<file path="src/rtl/ght_pkg.sv">
`timescale 1ns / 1ps

package ght_pkg;

  localparam int SLOTS_DEFAULT        = 16;
  localparam int PAYLOAD_BITS_DEFAULT = 32;

  localparam int CMD_BITS      = 2;
  localparam int STATUS_BITS   = 2;
  localparam int HANDLE_BITS   = 31;
  localparam int DATA_BITS     = 32;
  localparam int SLOT_OUT_BITS = 4;
  localparam int GEN_BITS      = 8;
  localparam int FIELD_BITS    = 23;
  localparam int GEN_SHIFT     = 23;

  localparam logic [CMD_BITS-1:0] CMD_ALLOC   = 2'd0;
  localparam logic [CMD_BITS-1:0] CMD_LOOKUP  = 2'd1;
  localparam logic [CMD_BITS-1:0] CMD_RELEASE = 2'd2;

  localparam logic [STATUS_BITS-1:0] ST_OK      = 2'd0;
  localparam logic [STATUS_BITS-1:0] ST_INVALID = 2'd1;
  localparam logic [STATUS_BITS-1:0] ST_FULL    = 2'd2;

  typedef struct packed {
    logic accept;
    logic pop;
    logic exec;
  } ght_ctl_t;

  typedef struct packed {
    logic stack_nonempty;
  } ght_sts_t;

endpackage

</file>
<file path="src/rtl/ght_ctrl.sv">
`timescale 1ns / 1ps

module ght_ctrl (
  input  logic                       clk,
  input  logic                       rst_n,
  input  logic                       start,
  input  logic [ght_pkg::CMD_BITS-1:0] in_cmd,
  input  ght_pkg::ght_sts_t          sts,
  output logic                       busy,
  output ght_pkg::ght_ctl_t          ctl
);
  import ght_pkg::*;

  localparam logic [1:0] S_IDLE = 2'd0;
  localparam logic [1:0] S_POP  = 2'd1;
  localparam logic [1:0] S_EXEC = 2'd2;

  logic [1:0] state_r, state_nxt;

  always_comb begin
    busy       = (state_r != S_IDLE);
    ctl.accept = start && (state_r == S_IDLE);
    ctl.pop    = (state_r == S_POP);
    ctl.exec   = (state_r == S_EXEC);
  end

  always_comb begin
    state_nxt = state_r;
    case (state_r)
      S_IDLE: begin
        if (start) begin
          if ((in_cmd == CMD_ALLOC) && sts.stack_nonempty) begin
            state_nxt = S_POP;
          end else begin
            state_nxt = S_EXEC;
          end
        end
      end
      S_POP: begin
        state_nxt = S_EXEC;
      end
      S_EXEC: begin
        state_nxt = S_IDLE;
      end
      default: begin
        state_nxt = S_IDLE;
      end
    endcase
  end

  always_ff @(posedge clk) begin
    if (!rst_n) begin
      state_r <= S_IDLE;
    end else begin
      state_r <= state_nxt;
    end
  end

endmodule

</file>
<file path="src/rtl/ght_dp.sv">
`timescale 1ns / 1ps

module ght_dp #(
  parameter int SLOTS        = ght_pkg::SLOTS_DEFAULT,
  parameter int PAYLOAD_BITS = ght_pkg::PAYLOAD_BITS_DEFAULT
) (
  input  logic                            clk,
  input  logic                            rst_n,
  input  ght_pkg::ght_ctl_t               ctl,
  output ght_pkg::ght_sts_t               sts,
  input  logic [ght_pkg::CMD_BITS-1:0]    in_cmd,
  input  logic [ght_pkg::HANDLE_BITS-1:0] in_handle_in,
  input  logic [ght_pkg::DATA_BITS-1:0]   in_payload_in,
  output logic                            out_valid,
  output logic [ght_pkg::STATUS_BITS-1:0] out_status,
  output logic [ght_pkg::HANDLE_BITS-1:0] out_handle_out,
  output logic [ght_pkg::DATA_BITS-1:0]   out_payload_out,
  output logic [ght_pkg::SLOT_OUT_BITS-1:0] out_slot_out
);
  import ght_pkg::*;

  localparam int SW  = $clog2(SLOTS);
  localparam int CW  = $clog2(SLOTS + 1);
  localparam int PW  = (PAYLOAD_BITS < DATA_BITS) ? PAYLOAD_BITS : DATA_BITS;
  localparam int MW  = GEN_BITS + 1;
  localparam int SXW = SW + SLOT_OUT_BITS;
  localparam int PXW = PW + DATA_BITS;

  logic [PW-1:0] pay_mem   [SLOTS];
  logic [MW-1:0] meta_mem  [SLOTS];
  logic [SW-1:0] stack_mem [SLOTS];

  logic [CMD_BITS-1:0]    cmd_r;
  logic [HANDLE_BITS-1:0] handle_r;
  logic [PW-1:0]          payload_r;
  logic                   from_stack_r;
  logic [CW-1:0]          depth_r, depth_nxt;
  logic [CW-1:0]          hw_r, hw_nxt;
  logic [SW-1:0]          stack_rd_r;
  logic [MW-1:0]          meta_rd_r;
  logic [PW-1:0]          pay_rd_r;

  logic                   out_valid_r;
  logic [STATUS_BITS-1:0] out_status_r, status_nxt;
  logic [HANDLE_BITS-1:0] out_handle_r, handle_nxt;
  logic [DATA_BITS-1:0]   out_payload_r, payload_nxt;
  logic [SLOT_OUT_BITS-1:0] out_slot_r;

  logic [FIELD_BITS-1:0]  in_field_m1;
  logic [CW-1:0]          depth_m1;
  logic [SW-1:0]          meta_raddr;
  logic [FIELD_BITS-1:0]  field_r;
  logic [FIELD_BITS-1:0]  field_m1_r;
  logic                   handle_ok;
  logic [SW-1:0]          alloc_idx;
  logic [GEN_BITS-1:0]    alloc_gen;
  logic                   table_full;
  logic [SW-1:0]          rel_idx;
  logic [SW-1:0]          slot_sel;
  logic [SXW-1:0]         slot_ext;
  logic [PXW-1:0]         pay_ext;

  logic                   pay_we;
  logic                   meta_we;
  logic [SW-1:0]          meta_waddr;
  logic [MW-1:0]          meta_wdata;
  logic                   stack_we;

  assign sts.stack_nonempty = (depth_r != '0);

  always_comb begin
    in_field_m1 = in_handle_in[FIELD_BITS-1:0] - FIELD_BITS'(1);
    depth_m1    = depth_r - CW'(1);
    meta_raddr  = ctl.pop ? stack_rd_r : in_field_m1[SW-1:0];
    field_r     = handle_r[FIELD_BITS-1:0];
    field_m1_r  = field_r - FIELD_BITS'(1);
    rel_idx     = field_m1_r[SW-1:0];
    handle_ok   = (field_r != '0) && (field_m1_r < FIELD_BITS'(hw_r)) &&
                  meta_rd_r[GEN_BITS] &&
                  (meta_rd_r[GEN_BITS-1:0] == handle_r[HANDLE_BITS-1:GEN_SHIFT]);
    alloc_idx   = from_stack_r ? stack_rd_r : hw_r[SW-1:0];
    alloc_gen   = from_stack_r ? meta_rd_r[GEN_BITS-1:0] : '0;
    table_full  = !from_stack_r && (hw_r == CW'(SLOTS));
    pay_ext     = PXW'(pay_rd_r);
  end

  always_comb begin
    pay_we      = 1'b0;
    meta_we     = 1'b0;
    stack_we    = 1'b0;
    meta_waddr  = alloc_idx;
    meta_wdata  = {1'b1, alloc_gen};
    depth_nxt   = depth_r;
    hw_nxt      = hw_r;
    status_nxt  = ST_INVALID;
    handle_nxt  = handle_r;
    payload_nxt = '0;
    slot_sel    = '0;
    case (cmd_r)
      CMD_ALLOC: begin
        if (table_full) begin
          status_nxt = ST_FULL;
          handle_nxt = '0;
        end else begin
          pay_we     = 1'b1;
          meta_we    = 1'b1;
          status_nxt = ST_OK;
          handle_nxt = {alloc_gen, FIELD_BITS'(alloc_idx) + FIELD_BITS'(1)};
          slot_sel   = alloc_idx;
          if (from_stack_r) begin
            depth_nxt = depth_r - CW'(1);
          end else begin
            hw_nxt = hw_r + CW'(1);
          end
        end
      end
      CMD_LOOKUP: begin
        if (handle_ok) begin
          status_nxt  = ST_OK;
          payload_nxt = pay_ext[DATA_BITS-1:0];
          slot_sel    = rel_idx;
        end
      end
      CMD_RELEASE: begin
        if (handle_ok) begin
          meta_we    = 1'b1;
          meta_waddr = rel_idx;
          meta_wdata = {1'b0, meta_rd_r[GEN_BITS-1:0] + GEN_BITS'(1)};
          status_nxt = ST_OK;
          slot_sel   = rel_idx;
          if (depth_r < CW'(SLOTS)) begin
            stack_we  = 1'b1;
            depth_nxt = depth_r + CW'(1);
          end
        end
      end
      default: begin
        status_nxt = ST_INVALID;
      end
    endcase
    slot_ext = SXW'(slot_sel);
  end

  always_ff @(posedge clk) begin
    if (ctl.exec && pay_we) begin
      pay_mem[alloc_idx] <= payload_r;
    end
    if (ctl.exec && meta_we) begin
      meta_mem[meta_waddr] <= meta_wdata;
    end
    if (ctl.exec && stack_we) begin
      stack_mem[depth_r[SW-1:0]] <= rel_idx;
    end
    if (ctl.accept) begin
      pay_rd_r   <= pay_mem[in_field_m1[SW-1:0]];
      stack_rd_r <= stack_mem[depth_m1[SW-1:0]];
    end
    if (ctl.accept || ctl.pop) begin
      meta_rd_r <= meta_mem[meta_raddr];
    end
  end

  always_ff @(posedge clk) begin
    if (ctl.accept) begin
      cmd_r        <= in_cmd;
      handle_r     <= in_handle_in;
      payload_r    <= in_payload_in[PW-1:0];
      from_stack_r <= (depth_r != '0);
    end
    if (ctl.exec) begin
      out_status_r  <= status_nxt;
      out_handle_r  <= handle_nxt;
      out_payload_r <= payload_nxt;
      out_slot_r    <= slot_ext[SLOT_OUT_BITS-1:0];
    end
  end

  always_ff @(posedge clk) begin
    if (!rst_n) begin
      depth_r     <= '0;
      hw_r        <= '0;
      out_valid_r <= 1'b0;
    end else begin
      out_valid_r <= ctl.exec;
      if (ctl.exec) begin
        depth_r <= depth_nxt;
        hw_r    <= hw_nxt;
      end
    end
  end

  assign out_valid       = out_valid_r;
  assign out_status      = out_status_r;
  assign out_handle_out  = out_handle_r;
  assign out_payload_out = out_payload_r;
  assign out_slot_out    = out_slot_r;

endmodule

</file>
<file path="src/rtl/generational_handle_table.sv">
`timescale 1ns / 1ps
// The result word is strobed after the controller's exec state; an allocate that reuses a
// released slot first passes a pop state that reads the metadata of the slot on the free stack top.
// A new command is taken only while idle, so each command completes before the next is accepted.
// Each result is shown for one cycle on out_valid; the receiver cannot stall.
// Synchronous active-low reset empties the table; no clearing pass is needed.
module generational_handle_table #(
  parameter int SLOTS        = ght_pkg::SLOTS_DEFAULT,
  parameter int PAYLOAD_BITS = ght_pkg::PAYLOAD_BITS_DEFAULT
) (
  input  logic                              clk,
  input  logic                              rst_n,
  input  logic                              start,
  output logic                              busy,
  input  logic [ght_pkg::CMD_BITS-1:0]      in_cmd,
  input  logic [ght_pkg::HANDLE_BITS-1:0]   in_handle_in,
  input  logic [ght_pkg::DATA_BITS-1:0]     in_payload_in,
  output logic                              out_valid,
  output logic [ght_pkg::STATUS_BITS-1:0]   out_status,
  output logic [ght_pkg::HANDLE_BITS-1:0]   out_handle_out,
  output logic [ght_pkg::DATA_BITS-1:0]     out_payload_out,
  output logic [ght_pkg::SLOT_OUT_BITS-1:0] out_slot_out
);
  import ght_pkg::*;

  ght_ctl_t ctl;
  ght_sts_t sts;

  ght_ctrl u_ctrl (
    .clk    (clk),
    .rst_n  (rst_n),
    .start  (start),
    .in_cmd (in_cmd),
    .sts    (sts),
    .busy   (busy),
    .ctl    (ctl)
  );

  ght_dp #(
    .SLOTS        (SLOTS),
    .PAYLOAD_BITS (PAYLOAD_BITS)
  ) u_dp (
    .clk             (clk),
    .rst_n           (rst_n),
    .ctl             (ctl),
    .sts             (sts),
    .in_cmd          (in_cmd),
    .in_handle_in    (in_handle_in),
    .in_payload_in   (in_payload_in),
    .out_valid       (out_valid),
    .out_status      (out_status),
    .out_handle_out  (out_handle_out),
    .out_payload_out (out_payload_out),
    .out_slot_out    (out_slot_out)
  );

`ifndef ASSERT_OFF
  a_result_when_idle: assert property (@(posedge clk) disable iff (!rst_n)
    out_valid |-> !busy)
    else $error("Result word strobed while a command is still in flight.");

  a_no_back_to_back: assert property (@(posedge clk) disable iff (!rst_n)
    out_valid |=> !out_valid)
    else $error("Two result words strobed in consecutive cycles.");

  a_short_latency: assert property (@(posedge clk) disable iff (!rst_n)
    (start && !busy && (in_cmd != CMD_ALLOC)) |-> ##2 out_valid)
    else $error("Look-up or release result word did not arrive after two cycles.");
`endif

endmodule
</file>
<file path="config.mk">
export PLATFORM = sky130hd
export DESIGN_NAME = generational_handle_table
export DESIGN_NICKNAME = d
export VERILOG_FILES = /design/src/rtl/ght_pkg.sv /design/src/rtl/ght_ctrl.sv /design/src/rtl/ght_dp.sv /design/src/rtl/generational_handle_table.sv
export SDC_FILE = /design/constraint.sdc
export NUM_CORES = 1
export LEC_CHECK = 0
export BUFFER_PORTS_ARGS = -buffer_cell sky130_fd_sc_hd__buf_2
export CORE_UTILIZATION = 47
export DETAILED_ROUTE_END_ITERATION = 7
export PLACE_DENSITY = 0.64
export SLEW_MARGIN = 20
export SYNTH_ARGS = -nofsm -noshare
export SYNTH_HDL_FRONTEND = slang
export SYNTH_SLANG_ARGS = --single-unit
</file>
<file path="constraint.sdc">
create_clock -name clk -period 6.53 [get_ports clk]
set_clock_uncertainty 0.2 [all_clocks]
set_input_delay 0.3265 -clock clk [delete_from_list [all_inputs] [get_ports clk]]
set_output_delay 0.3265 -clock clk [all_outputs]
set_load 0.02 [all_outputs]
</file>
# Yosys cells after proc, flatten, opt, wreduce, memory -nomap -nowiden
# Memories as Yosys holds them, arrays and structs flattened. A register that Yosys moved wholly into a read port is not among the register bits.
# Index checks and enable logic that the tools add are counted.
# word_totals
ff_bits,148
memories,3
inputBits,68
mem_bits_rw,720
rom_bits,0
latchBits,0
# memory_table
name,words,width,rd,rd_ports_with_merged_regs,wr,line_no,rtl
u_dp.pay_mem,16,32,1,1,1,ght_dp.sv:29,logic [PW-1:0] pay_mem [SLOTS];
u_dp.meta_mem,16,9,1,1,1,ght_dp.sv:30,logic [MW-1:0] meta_mem [SLOTS];
u_dp.stack_mem,16,4,1,1,1,ght_dp.sv:31,logic [SW-1:0] stack_mem [SLOTS];
# op_classes
n_reduce_logical,22
n_mux,36
n_lt_le_gt_ge,2
multipliers,0
bitwise,2
shift,0
n_eq_ne,11
n_div,0
n_addsub,7
# ops
op,count
31-bit 2-to-1 mux,2
4-bit 2-to-1 mux,6
23-bit by 5-bit < comparator with 1-bit output,1
23-bit nonzero test,1
"23-bit by 1-bit subtractor with 23-bit output, second input constant",1
5-bit 2-to-1 mux,4
9-bit 2-to-1 mux,2
1-bit 2-to-1 mux,13
"5-bit by 1-bit adder with 5-bit output, second input constant",2
5-bit case mux with 2 select lines,1
1-bit logical AND,9
"8-bit by 1-bit adder with 8-bit output, second input constant",1
8-bit equality test,1
8-bit 2-to-1 mux,1
2-bit case mux with 2 select lines,2
4-bit case mux with 2 select lines,1
2-bit logical NOT,3
2-bit 2-to-1 mux,3
"2-bit by 1-bit != test with 1-bit output, second input constant",3
6-bit AND reduction,1
"4-bit by 1-bit adder with 5-bit output, second input constant",1
"5-bit equality test, second input constant",1
"5-bit < comparator, second input constant",1
5-bit nonzero test,1
other kinds (13),18

# Longest topological paths before layout
# logic_depth
depth_word,10
ltp_mapped,16

# Hierarchy
# From an unflattened synthesis, not the netlist that was laid out.
# unflattened
hier_cells,1724
area_unflattened_um2,35791.8
# modules_own_cells
mod,seq_area_each_um2,n_inst,cells_each,area_each_um2
ght_dp,27246.1,1,1713,35671.7
ght_ctrl,40.0,1,11,120.1

# Worst setup path before layout
# OpenSTA, ideal clock, no wires.
# synth_timing
path_kind,register -> register
from,register u_ctrl.state_r[1]
to,register u_ctrl.state_r[0]
path_stages_with_launch,4
period_less_slack_ns,5.766
setup_ns,0.085
n_path_buf,0
path_slack_ns,0.764
arrival_ns,5.481
required_time_ns,6.245
path_cell_list,dfxtp_1 > or2_2 > nor2_1 > and3_1
# synth_via
elab_chain_len,2
word_cells_on_any_way,4
cone_classes,eq/ne: 2; mux: 1; reduce/logical: 1
# synth_lines
element,line_no,rtl
start: declaration,ght_ctrl.sv:18,"logic [1:0] state_r, state_nxt;"
start signal: assignment,ght_ctrl.sv:55,state_r <= state_nxt;
2-bit by 1-bit equality test with 1-bit output / 2-bit logical NOT (equally long branches),ght_ctrl.sv:29,case (state_r)
2-bit case mux with 2 select lines / 2-bit != test (equally long branches),--,
# Parallel ways exist; a longest one is shown, timed or not.
# A chain may end at the register's enable or synchronous reset.

# Worst setup path in the final report
# layout_timing
from,register u_dp.handle_r[0]
to,"memory u_dp.meta_mem[15][5] (netlist name), enable pin"
# layout_via
elab_chain_len,10
word_cells_on_any_way,13
cone_classes,add/sub: 1; order compare: 1; mux: 6; reduce/logical: 5
# layout_lines
element,line_no,rtl
start: declaration,ght_dp.sv:34,logic [HANDLE_BITS-1:0] handle_r;
start signal: assignment,ght_dp.sv:166,handle_r <= in_handle_in;
23-bit by 1-bit subtractor with 23-bit output *,ght_dp.sv:76,field_m1_r = field_r - FIELD_BITS'(1);
named net u_dp.field_m1_r[0],ght_dp.sv:53,logic [FIELD_BITS-1:0] field_m1_r;
23-bit by 5-bit < comparator with 1-bit output,ght_dp.sv:78,handle_ok = (field_r != '0) && (field_m1_r < FIELD_BITS'(hw_r)) &&
1-bit logical AND (2 in a row),ght_dp.sv:78,
1-bit logical AND,ght_dp.sv:79,meta_rd_r[GEN_BITS] &&
1-bit 2-to-1 mux,ght_dp.sv:125,if (handle_ok) begin
1-bit case mux with 2 select lines,ght_dp.sv:99,case (cmd_r)
1-bit logical AND,ght_dp.sv:148,if (ctl.exec && meta_we) begin
1-bit 2-to-1 mux,ght_dp.sv:148,
1-bit 2-to-1 mux (implied by the code),ght_dp.sv:149,meta_mem[meta_waddr] <= meta_wdata;
end: declaration,ght_dp.sv:30,
# The timed path passes the listed nets; every way through them passes the cells marked *.

==> run summary <==
## STA
• 31.1% — Slew headroom
• 5.72 ns — final critical-path required period
• 0 — Final setup violation count
• 87.7% — period utilisation layout
• 0 — max-slew violation count
• 0.806 ns — worst setup margin
• 1.03 ns — transition time at the pin with the least slew margin
• 175 MHz — Max Clk Rate
• 0 — number of hold violations in the final report
• no — setup repair after global routing missed its margin
• 0 ns — final sum of negative setup slack

## GRT
• 65 — pin count of the biggest net entering global routing
• 0 — grt total ovfl
• 18300 — vias in the first global route
• 0 — initial antenna violation count
• 120000 um — global-route wire length before repair
• 21.3% — global-route usage over all layers

## Clock network
• 0.66 ns — clock network latency to the later pin of the worst-skew pair
• 3 — CTS H-tree depth
• 3 — buffer levels on the longest clock path
• 0.06 ns — clock transition time at the flip-flop clock pins of the worst setup and hold paths
• 0 — number of buffers added for setup after CTS
• 93 — Num CTS Buffers
• 913 — CTS sink count
• 0 — post-cts repair resize count
• sky130_fd_sc_hd__clkbuf_16 — CTS root buf
• yes — TritonCTS clock tree

## Route
• 5.82 — detail-routed via count per cell
• met4 — DR top layer
• 0 — drt drc
• 33600 um — Routed met1 length
• 6 — DRT Pass-1 Iters
• 80100 um — total wire length after detailed routing
• 4770 um — length of routed met3 wiring
• 0 — antenna violation net count after detailed routing
• 1792 — initial DRC count
• 26.5 um — WL/cell
• 17600 — total vias in the final route
• 40100 um — routed length on met2

## Critical path
• sky130_fd_sc_hd__ha_1 — most frequent cell on the critical path
• 0.84 ns — delay contributed by the slowest stage of the critical path
• 12 — cell count of the worst reg-to-reg path
• flop — crit path launch type
• sky130_fd_sc_hd__or4b_1 — master of the slowest instance on the critical path
• 0.81 ns — worst reg2reg setup slack
• reg -> reg — kind of critical path
• 1 — number of buffers and inverters on the critical path
• 5.78 ns — signal arrival time at the worst endpoint
• u_dp.handle_r[0] — beginning of the worst register-to-register path
• simple AND/OR/NAND/NOR gates — cell family with most CP delay
• u_dp.meta_mem[15][5] — worst flop-to-flop path endpoint
• inv_1, ha_1, nor3b_1, xnor2_1, ha_1, a211oi_1, nand3_1, nor3_1, nand4b_1, or4b_1, or4_1, a21oi_1 — series of cell instances along the critical path
• 12 — worst-path fanout max
• flop — critical path capture point type
• 6.59 ns — Req. time, crit path

## Power
• 13.5 nW — reported leakage power
• 218 uV — peak supply drop
• 22.0% — switching part of the total
• 40.7% — part of the power in the clock network
• 9.85 mW — internal cell power
• 305 nW/um^2 — Pwr per Cell Area
• 2.78 mW — net switching power of the design
• 53.0% — Seq pwr share
• 6.3% — relative contribution of combinational cells to total power

## Floorplan
• 277 um — chip height
• 47.7% — starting utilization of the core area
• 100 — number of cell rows
• 76900 sq um — area enclosed by the die boundary
• 277 um — Horiz. Die Dim
• 139 — top-level I/O count
• 74700 sq um — core footprint

## Synth
• sky130_fd_sc_hd__edfxtp_1, sky130_fd_sc_hd__mux4_2, sky130_fd_sc_hd__ha_1 — largest cells by area after synthesis
• 900 — number of enable flip-flop cells after synthesis
• sky130_fd_sc_hd__edfxtp_1 — top flip-flop cell by instance count after synthesis
• 76.6% — sequential-to-total area share from yosys stat
• 0% — share of async-settable or async-resettable flops after synthesis
• sky130_fd_sc_hd__edfxtp_1 — cell type with the largest total area after synthesis
• 75.9% — portion of synthesized cell area occupied by the leading cell type
• 20.8 sq um — average cell area after synthesis
• 35600 sq um — netlist area before placement
• 59 — count of different cell masters after synthesis
• 913 — number of synthesized register bits
• sky130_fd_sc_hd__edfxtp_1 — most common cell in the netlist
• 1801 — nets in the synthesized netlist
• 0 — YS warnings
• sky130_fd_sc_hd__edfxtp_1, sky130_fd_sc_hd__mux4_2, sky130_fd_sc_hd__clkbuf_1, sky130_fd_sc_hd__nand2_1, sky130_fd_sc_hd__nor2_1 — most used standard cells in the synthesized netlist
• 1710 — synthesized instance count

## Flow run
• 0 — Maximum Capacitance Violations

## Min path
• in_handle_in[0] — min-delay src
• in -> reg — Min-Delay Path Class
• 1 — hold depth
• u_dp.handle_r[0] — Hold Path Sink

## Layout
• 16.3% — Area Overhead vs Synth
• 5554 — filler instances
• 2069 — number of nets in the final layout
• 27.8% — ratio of cells with drive above 1 in the final layout

## Placed design
• 0.907 ns — pre-CTS worst setup slack
• 138 — port bufs
• 46000 um — detailed placer's ending HPWL
• 0.877 — routability cong.

## Run status
• complete, no violations — outcome

[final cells by class]
type	count	area, sq um	area share (%)
Multi-Input combinational cell	684	8070	19.5
Tap cell	969	1210	2.93
Clock inverter	56	559	1.35
Sequential cell	913	27300	65.9
Inverter	35	134	0.323
Clock buffer	116	2410	5.83
Timing Repair Buffer	251	1710	4.14
Antenna cell	1	2.50	0.00605
[worst max path at each step]
stage                 startpoint                    to  slack, ns  depth (start not counted)
2_1_floorplan  u_ctrl.state_r[1]     u_ctrl.state_r[0]       0.76                          3
3_3_place_gp    u_dp.handle_r[0]  u_dp.meta_mem[15][4]       1.17                         12
3_5_place_dp    u_dp.handle_r[0]  u_dp.meta_mem[15][4]       0.91                         12
4_1_cts         u_dp.handle_r[0]  u_dp.meta_mem[15][3]       0.84                         12
5_1_grt         u_dp.handle_r[0]  u_dp.meta_mem[15][3]       0.51                         12
6_report        u_dp.handle_r[0]  u_dp.meta_mem[15][5]       0.81                         12
[cell families after synthesis]
| group | synth area share (%) |
|---|---|
| buf+inv | 1.23 |
| simple gates | 4.68 |
| compound gates | 1.90 |
| flops | 76.6 |
| xor+xnor | 0.590 |
| fa+ha+maj | 0.808 |
| mux | 14.1 |
[state kept, by name (all words and copies together) (netlist names), 2 cells and up]
| register | cells |
|---|---|
| u_dp.pay_rd_r | 32 |
| u_dp.depth_r | 5 |
| u_dp.payload_r | 32 |
| u_dp.cmd_r | 2 |
| u_dp.pay_mem | 512 |
| u_dp.hw_r | 5 |
| u_dp.out_payload_out | 32 |
| u_dp.stack_rd_r | 4 |
| u_dp.meta_rd_r | 9 |
| u_ctrl.state_r | 2 |
| u_dp.handle_r | 31 |
| u_dp.out_slot_out | 4 |
| u_dp.meta_mem | 144 |
| u_dp.out_handle_out | 31 |
| u_dp.stack_mem | 64 |
| u_dp.out_status | 2 |
[placed cells by master, fill, tap and decap left out, drive strengths merged, types with 16 or more instances in the layout]
cell type and count:
nand2 53, mux2i 16, a21oi 20, edfxtp 900, o21ai 33, clkbuf 117
nor3 32, ha 23, mux4 216, and3 34, nor2b 29, clkinv 44
buf 184, xnor2 23, dlygate4sd3 66, nor2 49, inv 37, and2 21
[metal layers]
layer / GRT usage (%) / up-vias
li1: - / 7609
met5: 0 / -
met2: 35.4 / 619
met3: 3.54 / 117
met1: 29.4 / 9267
met4: 5.30 / 0
[power groups by stage]
stage          sequential (mW)  combinational (mW)  clock [mW]
6_report                  6.70               0.795        5.13
2_1_floorplan             6.80               0.483           0
3_3_place_gp              6.81               0.767           0
5_1_grt                   6.71               0.855        5.43
3_5_place_dp              6.82               0.774           0
4_1_cts                   6.70               0.809        5.22
[per-stage QoR]
stage                     hold slack, ns  total power, mW  util, %  std cells  instance area, sq um
after floorplan                    0.225             7.29        -       1710                 35600
after global placement             0.303             7.58     50.5       2786                 37800
after detailed placement           0.305             7.59     50.5       2786                 37800
after CTS                          0.131             12.7     55.4       3024                 41400
after global routing               0.143             13.0     55.4       3024                 41400
final                              0.165             12.6     55.4       3025                 41400
[what timing repair did]
| item | 4_1_cts | 5_1_grt |
|---|---|---|
| setup endpoints to repair | 0 | 0 |
| hold buffers | 66 | 0 |
| hold endpoints to repair | 87 | 0 |
(Power assumes the default switching activity.)
